[src/sv/ffd_pkg.sv]
// Shared types and constants for the file frame deframer.
// Used by ffd_front, ffd_queue, ffd_back and file_frame_deframer; no dependencies.
`timescale 1ns / 1ps
`default_nettype none

package ffd_pkg;

    // Name length limit applied on top of the configured maximum
    localparam int unsigned NAME_LENGTH_LIMIT = 4096;
    localparam int unsigned NAME_LEN_W        = 13;
    localparam logic [NAME_LEN_W-1:0] NAME_LIMIT_VAL = NAME_LEN_W'(NAME_LENGTH_LIMIT);
    localparam logic [NAME_LEN_W-1:0] MAX_NAME_RESET = NAME_LEN_W'(255);

    // Field widths
    localparam int unsigned TYPE_W = 32;
    localparam int unsigned SIZE_W = 63;
    localparam int unsigned TDATA_OUT_W = 104;

    // Request queue between the parser and the output stage
    localparam int unsigned QDEPTH = 4;
    localparam int unsigned QAW    = $clog2(QDEPTH);
    localparam int unsigned QCW    = $clog2(QDEPTH + 1);

    // Input actions
    localparam logic ACT_BYTE  = 1'b0;
    localparam logic ACT_ABORT = 1'b1;

    // Result kinds
    typedef enum logic [2:0] {
        KIND_NAME     = 3'd0,
        KIND_STARTED  = 3'd1,
        KIND_PAYLOAD  = 3'd2,
        KIND_EMPTY    = 3'd3,
        KIND_BAD_LEN  = 3'd4,
        KIND_BAD_SIZE = 3'd5
    } kind_t;

    // One queued request; pair marks a started result that a finished-empty follows
    typedef struct packed {
        kind_t              kind;
        logic [7:0]         byte_value;
        logic               is_last;
        logic [TYPE_W-1:0]  frame_type;
        logic [SIZE_W-1:0]  payload_size;
        logic               pair;
    } entry_t;

endpackage

`default_nettype wire

[src/sv/ffd_front.sv]
// Front end: parses the byte stream and turns each byte into at most one request.
// Depends on ffd_pkg.
`timescale 1ns / 1ps
`default_nettype none

module ffd_front (
    input  wire logic                               aclk,
    input  wire logic                               aresetn,
    input  wire logic                               cfg_wr_en,
    input  wire logic [ffd_pkg::NAME_LEN_W-1:0]     cfg_wr_data,
    input  wire logic                               in_valid,
    input  wire logic                               in_action,
    input  wire logic [7:0]                         in_byte,
    output logic                                    in_ready,
    input  wire logic                               q_full,
    output logic                                    push,
    output ffd_pkg::entry_t                         push_entry
);

    typedef enum logic [3:0] {
        PH_HEADER  = 4'b0001,
        PH_NAME    = 4'b0010,
        PH_SIZE    = 4'b0100,
        PH_PAYLOAD = 4'b1000
    } phase_t;

    phase_t                              phase_reg, phase_next;
    logic [2:0]                          idx_reg, idx_next;
    logic [63:0]                         shift_reg, shift_next;
    logic [ffd_pkg::TYPE_W-1:0]          type_reg, type_next;
    logic [ffd_pkg::NAME_LEN_W-1:0]      name_rem_reg, name_rem_next;
    logic [ffd_pkg::SIZE_W-1:0]          pay_rem_reg, pay_rem_next;
    logic [ffd_pkg::NAME_LEN_W-1:0]      max_name_reg;

    logic                                accept;
    logic [ffd_pkg::NAME_LEN_W-1:0]      limit;
    logic [31:0]                         len_word;
    logic [63:0]                         size_full;
    logic                                len_bad;

    assign in_ready = !q_full;
    assign accept   = in_valid && in_ready;

    // Effective limit is the smaller of the register and the fixed cap
    assign limit = (max_name_reg > ffd_pkg::NAME_LIMIT_VAL) ? ffd_pkg::NAME_LIMIT_VAL
                                                             : max_name_reg;
    assign len_word  = {in_byte, shift_reg[55:32]};
    assign size_full = {in_byte, shift_reg[55:0]};
    assign len_bad   = (len_word == 32'd0) || len_word[31] ||
                       (len_word > {{(32 - ffd_pkg::NAME_LEN_W){1'b0}}, limit});

    // Parse one byte
    always_comb begin
        phase_next    = phase_reg;
        idx_next      = idx_reg;
        shift_next    = shift_reg;
        type_next     = type_reg;
        name_rem_next = name_rem_reg;
        pay_rem_next  = pay_rem_reg;
        push          = 1'b0;
        push_entry    = '0;

        if (accept) begin
            if (in_action == ffd_pkg::ACT_ABORT) begin
                phase_next    = PH_HEADER;
                idx_next      = '0;
                shift_next    = '0;
                type_next     = '0;
                name_rem_next = '0;
                pay_rem_next  = '0;
            end else begin
                unique case (phase_reg)
                    PH_HEADER: begin
                        shift_next[idx_reg*8 +: 8] = in_byte;
                        if (idx_reg != 3'd7) begin
                            idx_next = idx_reg + 3'd1;
                        end else if (len_bad) begin
                            push            = 1'b1;
                            push_entry.kind = ffd_pkg::KIND_BAD_LEN;
                            phase_next      = PH_HEADER;
                            idx_next        = '0;
                            shift_next      = '0;
                            type_next       = '0;
                            name_rem_next   = '0;
                            pay_rem_next    = '0;
                        end else begin
                            type_next     = shift_reg[ffd_pkg::TYPE_W-1:0];
                            name_rem_next = len_word[ffd_pkg::NAME_LEN_W-1:0];
                            shift_next    = '0;
                            idx_next      = '0;
                            phase_next    = PH_NAME;
                        end
                    end
                    PH_NAME: begin
                        push                  = 1'b1;
                        push_entry.kind       = ffd_pkg::KIND_NAME;
                        push_entry.byte_value = in_byte;
                        if (name_rem_reg != '0) begin
                            name_rem_next = name_rem_reg - 1'b1;
                        end
                        if (name_rem_reg <= ffd_pkg::NAME_LEN_W'(1)) begin
                            push_entry.is_last = 1'b1;
                            phase_next         = PH_SIZE;
                            shift_next         = '0;
                            idx_next           = '0;
                        end
                    end
                    PH_SIZE: begin
                        shift_next[idx_reg*8 +: 8] = in_byte;
                        if (idx_reg != 3'd7) begin
                            idx_next = idx_reg + 3'd1;
                        end else if (in_byte[7]) begin
                            push            = 1'b1;
                            push_entry.kind = ffd_pkg::KIND_BAD_SIZE;
                            phase_next      = PH_HEADER;
                            idx_next        = '0;
                            shift_next      = '0;
                            type_next       = '0;
                            name_rem_next   = '0;
                            pay_rem_next    = '0;
                        end else begin
                            push                    = 1'b1;
                            push_entry.kind         = ffd_pkg::KIND_STARTED;
                            push_entry.frame_type   = type_reg;
                            push_entry.payload_size = size_full[ffd_pkg::SIZE_W-1:0];
                            shift_next              = '0;
                            idx_next                = '0;
                            if (size_full[ffd_pkg::SIZE_W-1:0] == '0) begin
                                // Empty file: finish at once
                                push_entry.pair = 1'b1;
                                phase_next      = PH_HEADER;
                                type_next       = '0;
                                name_rem_next   = '0;
                                pay_rem_next    = '0;
                            end else begin
                                pay_rem_next = size_full[ffd_pkg::SIZE_W-1:0];
                                phase_next   = PH_PAYLOAD;
                            end
                        end
                    end
                    PH_PAYLOAD: begin
                        push                  = 1'b1;
                        push_entry.kind       = ffd_pkg::KIND_PAYLOAD;
                        push_entry.byte_value = in_byte;
                        if (pay_rem_reg != '0) begin
                            pay_rem_next = pay_rem_reg - 1'b1;
                        end
                        if (pay_rem_reg <= ffd_pkg::SIZE_W'(1)) begin
                            push_entry.is_last = 1'b1;
                            phase_next         = PH_HEADER;
                            idx_next           = '0;
                            shift_next         = '0;
                            type_next          = '0;
                            name_rem_next      = '0;
                            pay_rem_next       = '0;
                        end
                    end
                    default: begin
                        phase_next = PH_HEADER;
                    end
                endcase
            end
        end
    end

    // Hold parser state
    always_ff @(posedge aclk) begin
        if (!aresetn) begin
            phase_reg    <= PH_HEADER;
            idx_reg      <= '0;
            shift_reg    <= '0;
            type_reg     <= '0;
            name_rem_reg <= '0;
            pay_rem_reg  <= '0;
        end else begin
            phase_reg    <= phase_next;
            idx_reg      <= idx_next;
            shift_reg    <= shift_next;
            type_reg     <= type_next;
            name_rem_reg <= name_rem_next;
            pay_rem_reg  <= pay_rem_next;
        end
    end

    // Configuration register
    always_ff @(posedge aclk) begin
        if (!aresetn) begin
            max_name_reg <= ffd_pkg::MAX_NAME_RESET;
        end else if (cfg_wr_en) begin
            max_name_reg <= cfg_wr_data;
        end
    end

    a_name_nonzero: assert property (@(posedge aclk) disable iff (!aresetn)
        (phase_reg == PH_NAME) |-> (name_rem_reg != '0))
        else $error("name phase with no name bytes left");

    a_payload_nonzero: assert property (@(posedge aclk) disable iff (!aresetn)
        (phase_reg == PH_PAYLOAD) |-> (pay_rem_reg != '0))
        else $error("payload phase with no payload bytes left");

    a_idx_phase: assert property (@(posedge aclk) disable iff (!aresetn)
        (idx_reg != 3'd0) |-> (phase_reg == PH_HEADER || phase_reg == PH_SIZE))
        else $error("field byte index set outside a field phase");

endmodule

`default_nettype wire

[src/sv/ffd_queue.sv]
// Short request queue between the parser and the output stage.
// Depends on ffd_pkg.
`timescale 1ns / 1ps
`default_nettype none

module ffd_queue (
    input  wire logic               aclk,
    input  wire logic               aresetn,
    input  wire logic               push,
    input  wire ffd_pkg::entry_t    push_entry,
    output logic                    full,
    input  wire logic               pop,
    output logic                    head_valid,
    output ffd_pkg::entry_t         head_entry
);

    ffd_pkg::entry_t              mem_reg [ffd_pkg::QDEPTH];
    logic [ffd_pkg::QAW-1:0]      wr_ptr_reg, rd_ptr_reg;
    logic [ffd_pkg::QCW-1:0]      count_reg, count_next;

    assign full       = (count_reg == ffd_pkg::QCW'(ffd_pkg::QDEPTH));
    assign head_valid = (count_reg != '0);
    assign head_entry = mem_reg[rd_ptr_reg];

    always_comb begin
        count_next = count_reg;
        if (push && !pop) begin
            count_next = count_reg + 1'b1;
        end else if (pop && !push) begin
            count_next = count_reg - 1'b1;
        end
    end

    // Advance pointers and count
    always_ff @(posedge aclk) begin
        if (!aresetn) begin
            wr_ptr_reg <= '0;
            rd_ptr_reg <= '0;
            count_reg  <= '0;
        end else begin
            if (push) begin
                wr_ptr_reg <= wr_ptr_reg + 1'b1;
            end
            if (pop) begin
                rd_ptr_reg <= rd_ptr_reg + 1'b1;
            end
            count_reg <= count_next;
        end
    end

    // Store requests
    always_ff @(posedge aclk) begin
        if (push) begin
            mem_reg[wr_ptr_reg] <= push_entry;
        end
    end

endmodule

`default_nettype wire

[src/sv/ffd_back.sv]
// Back end: takes queued requests and drives the result stream register.
// Depends on ffd_pkg.
`timescale 1ns / 1ps
`default_nettype none

module ffd_back (
    input  wire logic                                   aclk,
    input  wire logic                                   aresetn,
    input  wire logic                                   head_valid,
    input  wire ffd_pkg::entry_t                        head_entry,
    output logic                                        pop,
    output logic                                        m_tvalid,
    input  wire logic                                   m_tready,
    output logic [ffd_pkg::TDATA_OUT_W-1:0]             m_tdata,
    output logic [2:0]                                  m_tuser,
    output logic                                        m_tlast
);

    logic                           m_tvalid_reg;
    ffd_pkg::kind_t                 kind_reg;
    logic [7:0]                     byte_reg;
    logic                           last_reg;
    logic [ffd_pkg::TYPE_W-1:0]     type_reg;
    logic [ffd_pkg::SIZE_W-1:0]     size_reg;
    logic                           pair_half_reg;
    logic                           load;

    assign load = head_valid && (!m_tvalid_reg || m_tready);
    assign pop  = load && (!head_entry.pair || pair_half_reg);

    assign m_tvalid = m_tvalid_reg;
    assign m_tuser  = kind_reg;
    assign m_tlast  = last_reg;
    assign m_tdata  = {1'b0, size_reg, type_reg, byte_reg};

    // Valid flag and pair tracking
    always_ff @(posedge aclk) begin
        if (!aresetn) begin
            m_tvalid_reg  <= 1'b0;
            pair_half_reg <= 1'b0;
        end else begin
            if (load) begin
                m_tvalid_reg  <= 1'b1;
                pair_half_reg <= head_entry.pair && !pair_half_reg;
            end else if (m_tready) begin
                m_tvalid_reg <= 1'b0;
            end
        end
    end

    // Load result fields; the second half of a pair is finished-empty
    always_ff @(posedge aclk) begin
        if (load) begin
            if (pair_half_reg) begin
                kind_reg <= ffd_pkg::KIND_EMPTY;
                byte_reg <= '0;
                last_reg <= 1'b0;
                type_reg <= '0;
                size_reg <= '0;
            end else begin
                kind_reg <= head_entry.kind;
                byte_reg <= head_entry.byte_value;
                last_reg <= head_entry.is_last;
                type_reg <= head_entry.frame_type;
                size_reg <= head_entry.payload_size;
            end
        end
    end

    a_half_shown: assert property (@(posedge aclk) disable iff (!aresetn)
        pair_half_reg |-> m_tvalid_reg)
        else $error("pair half pending without the started result on show");

    a_half_started: assert property (@(posedge aclk) disable iff (!aresetn)
        $rose(pair_half_reg) |-> (kind_reg == ffd_pkg::KIND_STARTED && size_reg == '0))
        else $error("pair did not open with an empty started result");

    a_half_empty: assert property (@(posedge aclk) disable iff (!aresetn)
        (load && pair_half_reg) |=> (kind_reg == ffd_pkg::KIND_EMPTY && !pair_half_reg))
        else $error("second half of a pair is not finished-empty");

endmodule

`default_nettype wire

[src/sv/file_frame_deframer.sv]
// Top level of the file frame deframer: parser, request queue and output stage.
// Depends on ffd_pkg, ffd_front, ffd_queue and ffd_back.
`timescale 1ns / 1ps
`default_nettype none

// Parses a length-prefixed file frame one byte per clock: type word, name length,
// name bytes, 64-bit size, payload bytes. Each accepted byte leaves at most one
// request in a four-entry queue; bytes are accepted only while it is not full. The
// output register shows results one per cycle while m_tready is high, so a stream
// runs at one byte per clock when neither stalls. A zero-size frame gives two results
// (started, then finished empty), which the queue absorbs. An abort (tuser high)
// returns the parser to the header and gives no result.
module file_frame_deframer (
    input  wire logic                                   aclk,
    input  wire logic                                   aresetn,
    input  wire logic                                   cfg_wr_en,
    input  wire logic [ffd_pkg::NAME_LEN_W-1:0]         cfg_wr_data,   // max_name_length
    input  wire logic                                   s_tvalid,
    output logic                                        s_tready,
    input  wire logic [7:0]                             s_tdata,       // [7:0] data_byte
    input  wire logic [0:0]                             s_tuser,       // [0] action
    output logic                                        m_tvalid,
    input  wire logic                                   m_tready,
    // [7:0] byte_value, [39:8] frame_type, [102:40] payload_size, [103] zero
    output logic [ffd_pkg::TDATA_OUT_W-1:0]             m_tdata,
    output logic [2:0]                                  m_tuser,       // [2:0] kind
    output logic                                        m_tlast        // is_last
);

    logic               q_full;
    logic               push;
    ffd_pkg::entry_t    push_entry;
    logic               pop;
    logic               head_valid;
    ffd_pkg::entry_t    head_entry;

    ffd_front u_front (
        .aclk        (aclk),
        .aresetn     (aresetn),
        .cfg_wr_en   (cfg_wr_en),
        .cfg_wr_data (cfg_wr_data),
        .in_valid    (s_tvalid),
        .in_action   (s_tuser[0]),
        .in_byte     (s_tdata),
        .in_ready    (s_tready),
        .q_full      (q_full),
        .push        (push),
        .push_entry  (push_entry)
    );

    ffd_queue u_queue (
        .aclk       (aclk),
        .aresetn    (aresetn),
        .push       (push),
        .push_entry (push_entry),
        .full       (q_full),
        .pop        (pop),
        .head_valid (head_valid),
        .head_entry (head_entry)
    );

    ffd_back u_back (
        .aclk       (aclk),
        .aresetn    (aresetn),
        .head_valid (head_valid),
        .head_entry (head_entry),
        .pop        (pop),
        .m_tvalid   (m_tvalid),
        .m_tready   (m_tready),
        .m_tdata    (m_tdata),
        .m_tuser    (m_tuser),
        .m_tlast    (m_tlast)
    );

endmodule

`default_nettype wire
[config.mk]
export PLATFORM = sky130hd
export DESIGN_NAME = file_frame_deframer
export DESIGN_NICKNAME = d
export VERILOG_FILES = /design/src/sv/ffd_pkg.sv /design/src/sv/ffd_front.sv /design/src/sv/ffd_queue.sv /design/src/sv/ffd_back.sv /design/src/sv/file_frame_deframer.sv
export SDC_FILE = /design/constraint.sdc
export NUM_CORES = 1
export LEC_CHECK = 0
export BUFFER_PORTS_ARGS = -buffer_cell sky130_fd_sc_hd__buf_2
export CORE_ASPECT_RATIO = 2
export CORE_UTILIZATION = 55
export DETAILED_ROUTE_END_ITERATION = 16
export GPL_TIMING_DRIVEN = 0
export PLACE_DENSITY = 0.73
export SLEW_MARGIN = 0
export SYNTH_ARGS = -nofsm -noshare
export SYNTH_HDL_FRONTEND = slang
export SYNTH_HIERARCHICAL = 1
export SYNTH_SLANG_ARGS = --single-unit
export TNS_END_PERCENT = 20
[constraint.sdc]
create_clock -name aclk -period 9.2 [get_ports aclk]
set_input_delay 0.92 -clock aclk [delete_from_list [all_inputs] [get_ports aclk]]
set_output_delay 0.92 -clock aclk [all_outputs]
set_load 0.01 [all_outputs]
==> results of run 1 <==
-- metal layers --
metal	vias to the layer above	wire (um)	track usage, %
met5	-	0	0
met4	0	5830	19.4
met3	276	4090	3.95
met2	735	40000	49.7
met1	9220	26400	29.9
li1	8233	-	-
-- cell usage after synthesis (all sizes together), types with 4 or more instances --
library cell  count  area [um2]
a21o              4        30.0
a22o             48         420
or3              18         118
nand2b            5        31.3
o2bb2ai          45         394
mux2i            16         160
nand4            34         213
inv              43         161
and2            115         719
nor3             41         215
o221ai           22         193
nand3            27         135
nand2            91         342
nor3b             4        30.0
a22oi            55         413
a32oi             8        70.1
clkbuf           64         241
ha               26         325
and3              4        25.0
nor2             69         262
xor2             31         272
o21ai            21         105
mux4            108        2430
dfxtp           195        3900
a21boi            5        45.0
o31ai             4        30.0
a21oi            26         130
nor4             33         219
nor4b             4        35.0
xnor2            20         175
o21a              4        30.0
o22ai            18         113
buf              51         313
nand3b            5        37.5
edfxtp          539       16200
or4              17         135
a32o             33         330
nor2b           113         714
-- worst register-to-register path: cells and delay by family (launching register included) --
| kind | cells | cell delay, ps |
|---|---|---|
| AOI/OAI and AO/OA | 5 | 1760 |
| xor gates and xnor gates | 1 | 160 |
| adders and majority gates | 3 | 980 |
| buffers and inverters | 3 | 510 |
| DFF | 1 | 340 |
| and+or+nand+nor | 5 | 1200 |
-- power groups by stage --
stage	clock network, mW	registers, mW	logic [mW]
finish	2.64	3.63	0.410
global route	2.80	3.63	0.443
CTS	2.69	3.63	0.417
detailed placement	0	3.70	0.416
global placement	0	3.72	0.392
floorplan	0	3.74	0.223
-- logic make-up after synthesis --
kind of cell    Yosys count  synth area share, %
fa+ha+maj                27                 1.15
simple gates            592                 11.1
flops                   734                 66.9
xor+xnor                 51                 1.49
other cells               1               0.0125
buf+inv                 159                 2.40
mux                     125                 8.67
compound gates          313                 8.26
-- worst max path at each step --
stage                        startpoint                endpoint  cells after the start
2_1_floorplan  u_front/max_name_reg[12]   u_queue/mem_reg[0][0]                     12
3_3_place_gp   u_front/max_name_reg[12]  u_queue/mem_reg[2][19]                     12
3_5_place_dp   u_front/max_name_reg[12]    u_queue/count_reg[2]                     17
4_1_cts        u_front/max_name_reg[12]    u_queue/count_reg[2]                     17
5_1_grt        u_front/max_name_reg[12]    u_queue/count_reg[2]                     17
6_report       u_front/max_name_reg[12]    u_queue/count_reg[2]                     17
-- final cells by class --
class                      count  area, um2
multi-input combinational   1109       9230
clock buffer                  77       1730
timing repair buffer         136        853
antenna                        3       7.51
inverter                      44        168
clock inverter                37        329
buffer                       115        554
fill                        4022      20000
tap                          671        840
sequential                   734      20100
-- metrics by stage --
stage	power (mW)	instances	hold WS, ps	area [um2]	util, %
4_1_cts	6.74	2923	475	33800	62.9
6_report	6.69	2926	475	33800	62.9
5_1_grt	6.87	2923	490	33800	62.9
3_3_place_gp	4.12	2800	453	31500	58.6
2_1_floorplan	3.97	2002	433	30000	-
3_5_place_dp	4.12	2809	458	31700	59.0
==> metrics.cfg, run 1 <==
[timing]
min_period_ps = 5010
rsz0062_at_grt = false
clock_skew_ps = 12.0
fin_crit_sh_pct = 54.5
setup_violations = 0
worstMarginPinSlew_ps = 1330
fmax_ghz = 0.200
timing.setup.tns_ps = 0
slew_violations = 0
fin_ws_ps = 4190
final_hold_viol_count = 0
maxSlewHeadroom_pct = 10.5

[floorplanning]
die_w_um = 167
die_y_um = 332
initial_utilization_pct = 55.9
core-area_um2 = 53800
die_area_um2 = 55600
num_io_pins = 137
rows = 120

[cts]
root_buffer = clkbuf_16
cts_setup_buffers = 0
clkLatencyLatePin_ps = 630
cts_tree = yes
cts_made_buffers = 60
cts-resized-gates = 0
clk_path_buf_depth = 3
postCtsHoldBufs = 0
clock-sinks = 734
clk_pin_slew_ps = 70
htree_num_levels = 2

[hold_path]
hold_path_class = register to register
hold_start = u_front/type_reg[31]
holdPathEnd = u_front/type_reg[31]
hold_path_depth = 1

[worst_setup_path]
cpPeakStageDelay_ps = 580
critical_path.startpoint_type = register
crit_fanout = 10
r2r-start = u_front/max_name_reg[12]
cp_cell_sequence = inv_1 -> clkbuf_1 -> nand2_1 -> ha_1 -> nand3_1 -> nor4_1 -> o21ai_0 -> a32o_1 -> a21boi_0 -> nor2_1 -> o21bai_1 -> ha_1 -> inv_1 -> fa_1 -> xor2_1 -> or3_1 -> a21boi_0
r2r_slack_ps = 4190
end_kind = register
critPathBufInv = 3
path_class = register to register
critical-path-top-delay-family = compound AO/OA/AOI/OAI gates
arrival_ps = 5560
reg2reg_to = u_queue/count_reg[2]
worstRegToRegCells = 17
required_ps = 9750
crit_slowest_cell = o21bai_1

[placed_design]
hpwl_um = 53100
portBuffers = 127
gp_congestion = 0.966
post-place-ws_ps = 4240

[cells_and_area]
final_cell_mix = edfxtp_1, dfxtp_1, buf_2, nor2b_1, and2_1
final_common_cell = edfxtp_1
syn_to_final_growth_pct = 12.6
nets = 2254
drive_gt1_share_pct = 18.6
largest_reg_flops = 432

[route]
drt_iter0_drc = 1439
vias = 18464
dr.pass1.iters = 5
wl_per_cell_um = 26.1
wirelength_um = 76300
drc = 0
via_per_inst = 6.31
drtAntennaViolNets = 0

[yosys]
synth_cells = 2002
yosys_warnings = 6
ys_async_sr_fraction_pct = 0
ys_types = 77
synth.cell_area_um2 = 30000
synth_area_per_cell_um2 = 15.0
synth-edff-count = 539
synth_nets = 2056
ys_ff_latch = 734
ys.flop_type = edfxtp_1
ys_seq_area_share_pct = 66.9

[status]
outcome = finished, final reports clean

[pwr]
intPower_mw = 5.19
vdd_drop_max_v = 0.000175
powerDensity_nw_per_um2 = 198
swShare_pct = 22.4
p_sw_mw = 1.50
pwr-share-clk_pct = 39.6
p_seq_share_pct = 54.3
power_frac_comb_pct = 6.1
power_leakage_nw = 12.3

[job]
cap_viol_max_count = 0

[global_routing]
grtUsageTotal_pct = 27.7
antenna_found_initial = 0
grt_pass1_wl_um = 114000
grt_overflow = 0
grt_pass1_vias = 18652
grt_max_degree = 57

Note: power is estimated with default switching activity, not from simulation.
==> run 2: changes to the inputs <==
==> constraint.sdc (replaced) <==
create_clock -name aclk -period 5.11 [get_ports aclk]
set_input_delay 0.511 -clock aclk [delete_from_list [all_inputs] [get_ports aclk]]
set_output_delay 0.511 -clock aclk [all_outputs]
set_load 0.01 [all_outputs]
==> run 2 against run 1 <==
Net effect:
- utilization increased by 0.13 points
- power is 81% higher
- combinational power up 79%
- clock skew is 7.0 ps higher
- final cell count decreased by 0.14%
- sequential share of layout area shrank 0.13 points
- via count fell by 0.22%
- largest power group unchanged
- design area rose by 0.21%
- non-clock buffer count unchanged
- worst setup slack got worse by 3900 ps
- critical endpoint unchanged
- global-route usage increased by 0.29 points
==> metrics.cfg, run 2 (synthesis results as in run 1) <==
[placed_design]
gp_congestion = 0.939  ; was 0.966
hpwl_um = 53200  ; was 53,100 um
placed_area_um2 = 31800  ; was 31,700 um2
portBuffers = 127  ; unchanged

[route]
drt_iter0_drc = 1529  ; was 1,439
drtAntennaViolNets = 0  ; unchanged
wl_per_cell_um = 26.3  ; was 26.1 um
drc = 0  ; unchanged
dr.pass1.iters = 6  ; was 5
vias = 18424  ; was 18,464
wirelength_um = 76800  ; was 76,300 um
via_per_inst = 6.31  ; about the same

[cts]
cts_made_buffers = 59  ; was 60
cts_setup_buffers = 0  ; unchanged
clk_pin_slew_ps = 60  ; was 70 ps
clock-sinks = 734  ; unchanged
clkLatencyLatePin_ps = 630  ; about the same
clk_path_buf_depth = 3  ; unchanged
cts_tree = yes  ; unchanged
postCtsHoldBufs = 0  ; unchanged
root_buffer = clkbuf_16  ; unchanged
htree_num_levels = 2  ; unchanged

[worst_setup_path]
r2r-start = u_front/max_name_reg[12]  ; unchanged
path_class = register to register  ; unchanged
endpoint = u_queue/count_reg[2]  ; unchanged
reg2reg_to = u_queue/count_reg[2]  ; unchanged
crit_fanout = 10  ; unchanged
end_kind = register  ; unchanged
worstRegToRegCells = 17  ; unchanged
critical_path.startpoint_type = register  ; unchanged
startpoint = u_front/max_name_reg[12]  ; unchanged
r2r_slack_ps = 270  ; was 4190 ps
required_ps = 5640  ; was 9750 ps
arrival_ps = 5360  ; was 5560 ps

[global_routing]
grt_overflow = 0  ; unchanged
grt_pass1_vias = 18734  ; was 18,652
antenna_found_initial = 0  ; unchanged
grtUsageTotal_pct = 28.0  ; was 27.7%
grt_pass1_wl_um = 115000  ; was 114,000 um
grt_max_degree = 65  ; was 57

[cells_and_area]
syn_to_final_growth_pct = 12.8  ; was 12.6%
drive_gt1_share_pct = 18.8  ; was 18.6%
nets = 2254  ; unchanged
final_cell_mix = edfxtp_1, dfxtp_1, buf_2, nor2b_1, and2_1  ; unchanged
largest_reg_flops = 432  ; unchanged
fin_area_um2 = 33900  ; was 33,800 um2
final_common_cell = edfxtp_1  ; unchanged

[timing]
setup_violations = 0  ; unchanged
rsz0062_at_grt = false  ; unchanged
timing.setup.tns_ps = 0  ; unchanged
worstMarginPinSlew_ps = 1310  ; was 1330 ps
fmax_ghz = 0.207  ; was 0.200 GHz
whs_ps = 98.3  ; was 475 ps
maxSlewHeadroom_pct = 12.1  ; was 10.5%
fin_crit_sh_pct = 94.7  ; was 54.5%
final_hold_viol_count = 0  ; unchanged
slew_violations = 0  ; unchanged
min_period_ps = 4840  ; was 5010 ps
clock_skew_ps = 19.0  ; was 12.0 ps

[pwr]
vdd_drop_max_v = 0.000284  ; was 0.000175 V
powerDensity_nw_per_um2 = 357  ; was 198 nW/um2
power_leakage_nw = 12.3  ; about the same

[floorplanning]
die_y_um = 332  ; unchanged
die_area_um2 = 55600  ; unchanged
core-area_um2 = 53800  ; unchanged
initial_utilization_pct = 55.9  ; unchanged
die_w_um = 167  ; unchanged
num_io_pins = 137  ; unchanged
rows = 120  ; unchanged

[job]
cap_viol_max_count = 0  ; unchanged

[status]
outcome = finished, final reports clean  ; unchanged

[hold_path]
hold_path_class = input pin to register  ; was register to register

## run 2: repair_timing
item / in CTS / in global routing
resized for setup: 2 / 1
gates cloned: 1 / 0
pin swaps: 1 / 0
setup endpoints to repair: 39 / 7
## run 2: layout make-up
type,count,area (um2)
Antenna cell,1,2.50
Multi-Input combinational cell,1110,9260
Clock inverter,31,339
Clock buffer,80,1740
Inverter,44,168
Sequential cell,734,20100
Timing Repair Buffer,136,876
Fill cell,4004,19900
Buffer,115,554
Tap cell,671,840
## run 2: metal layers
layer | GRT usage [%] | share of wire, % | up-vias
met4 | 18.7 | 7.4 | 0
li1 | - | - | 8225
met2 | 50.9 | 53 | 690
met3 | 3.58 | 4.7 | 251
met5 | 0 | 0 | -
met1 | 30.3 | 35 | 9258
## run 2: critical path: stages, from the launching register on
cell and delay (ps):
dfxtp_1 340, inv_1 90, clkbuf_1 370, nand2_1 110, ha_1 310, nand3_1 140, nor4_2 410, o21ai_0 200
a32o_1 310, a21boi_0 480, nor2_1 140, o21bai_4 390, ha_1 280, inv_1 70, fa_1 380, xor2_1 160
or3_1 340, a21boi_0 240
## run 2: worst min path at each step
| stage | from | end | slack (ps) | depth (start not counted) |
|---|---|---|---|---|
| detailed placement | u_front/type_reg[25] | u_front/type_reg[25] | 460 | 1 |
| finish | cfg_wr_data[2] | u_front/max_name_reg[2] | 100 | 3 |
| global route | cfg_wr_data[2] | u_front/max_name_reg[2] | 100 | 3 |
| CTS | cfg_wr_data[2] | u_front/max_name_reg[2] | 70 | 3 |
| global placement | u_front/type_reg[18] | u_front/type_reg[18] | 450 | 1 |
| floorplan | u_front/max_name_reg[0] | u_front/max_name_reg[0] | 430 | 2 |
## run 2: metrics by stage
step | cells | total power, mW | util [%] | worst slack, ps
5_1_grt | 2921 | 12.4 | 63.0 | 92.5
6_report | 2922 | 12.1 | 63.0 | 272
3_5_place_dp | 2809 | 7.42 | 59.1 | -61.6
3_3_place_gp | 2800 | 7.40 | 58.6 | -3470
2_1_floorplan | 2002 | 7.14 | - | -544
4_1_cts | 2921 | 12.2 | 63.0 | 161
## run 2: where the power goes
group / total, mW / switching [mW] / leakage, nW / internal [mW]
combinational: 0.734 / 0.497 / 4.21 / 0.237
sequential: 6.54 / 0.0391 / 7.04 / 6.50
clock: 4.82 / 2.11 / 1.02 / 2.71
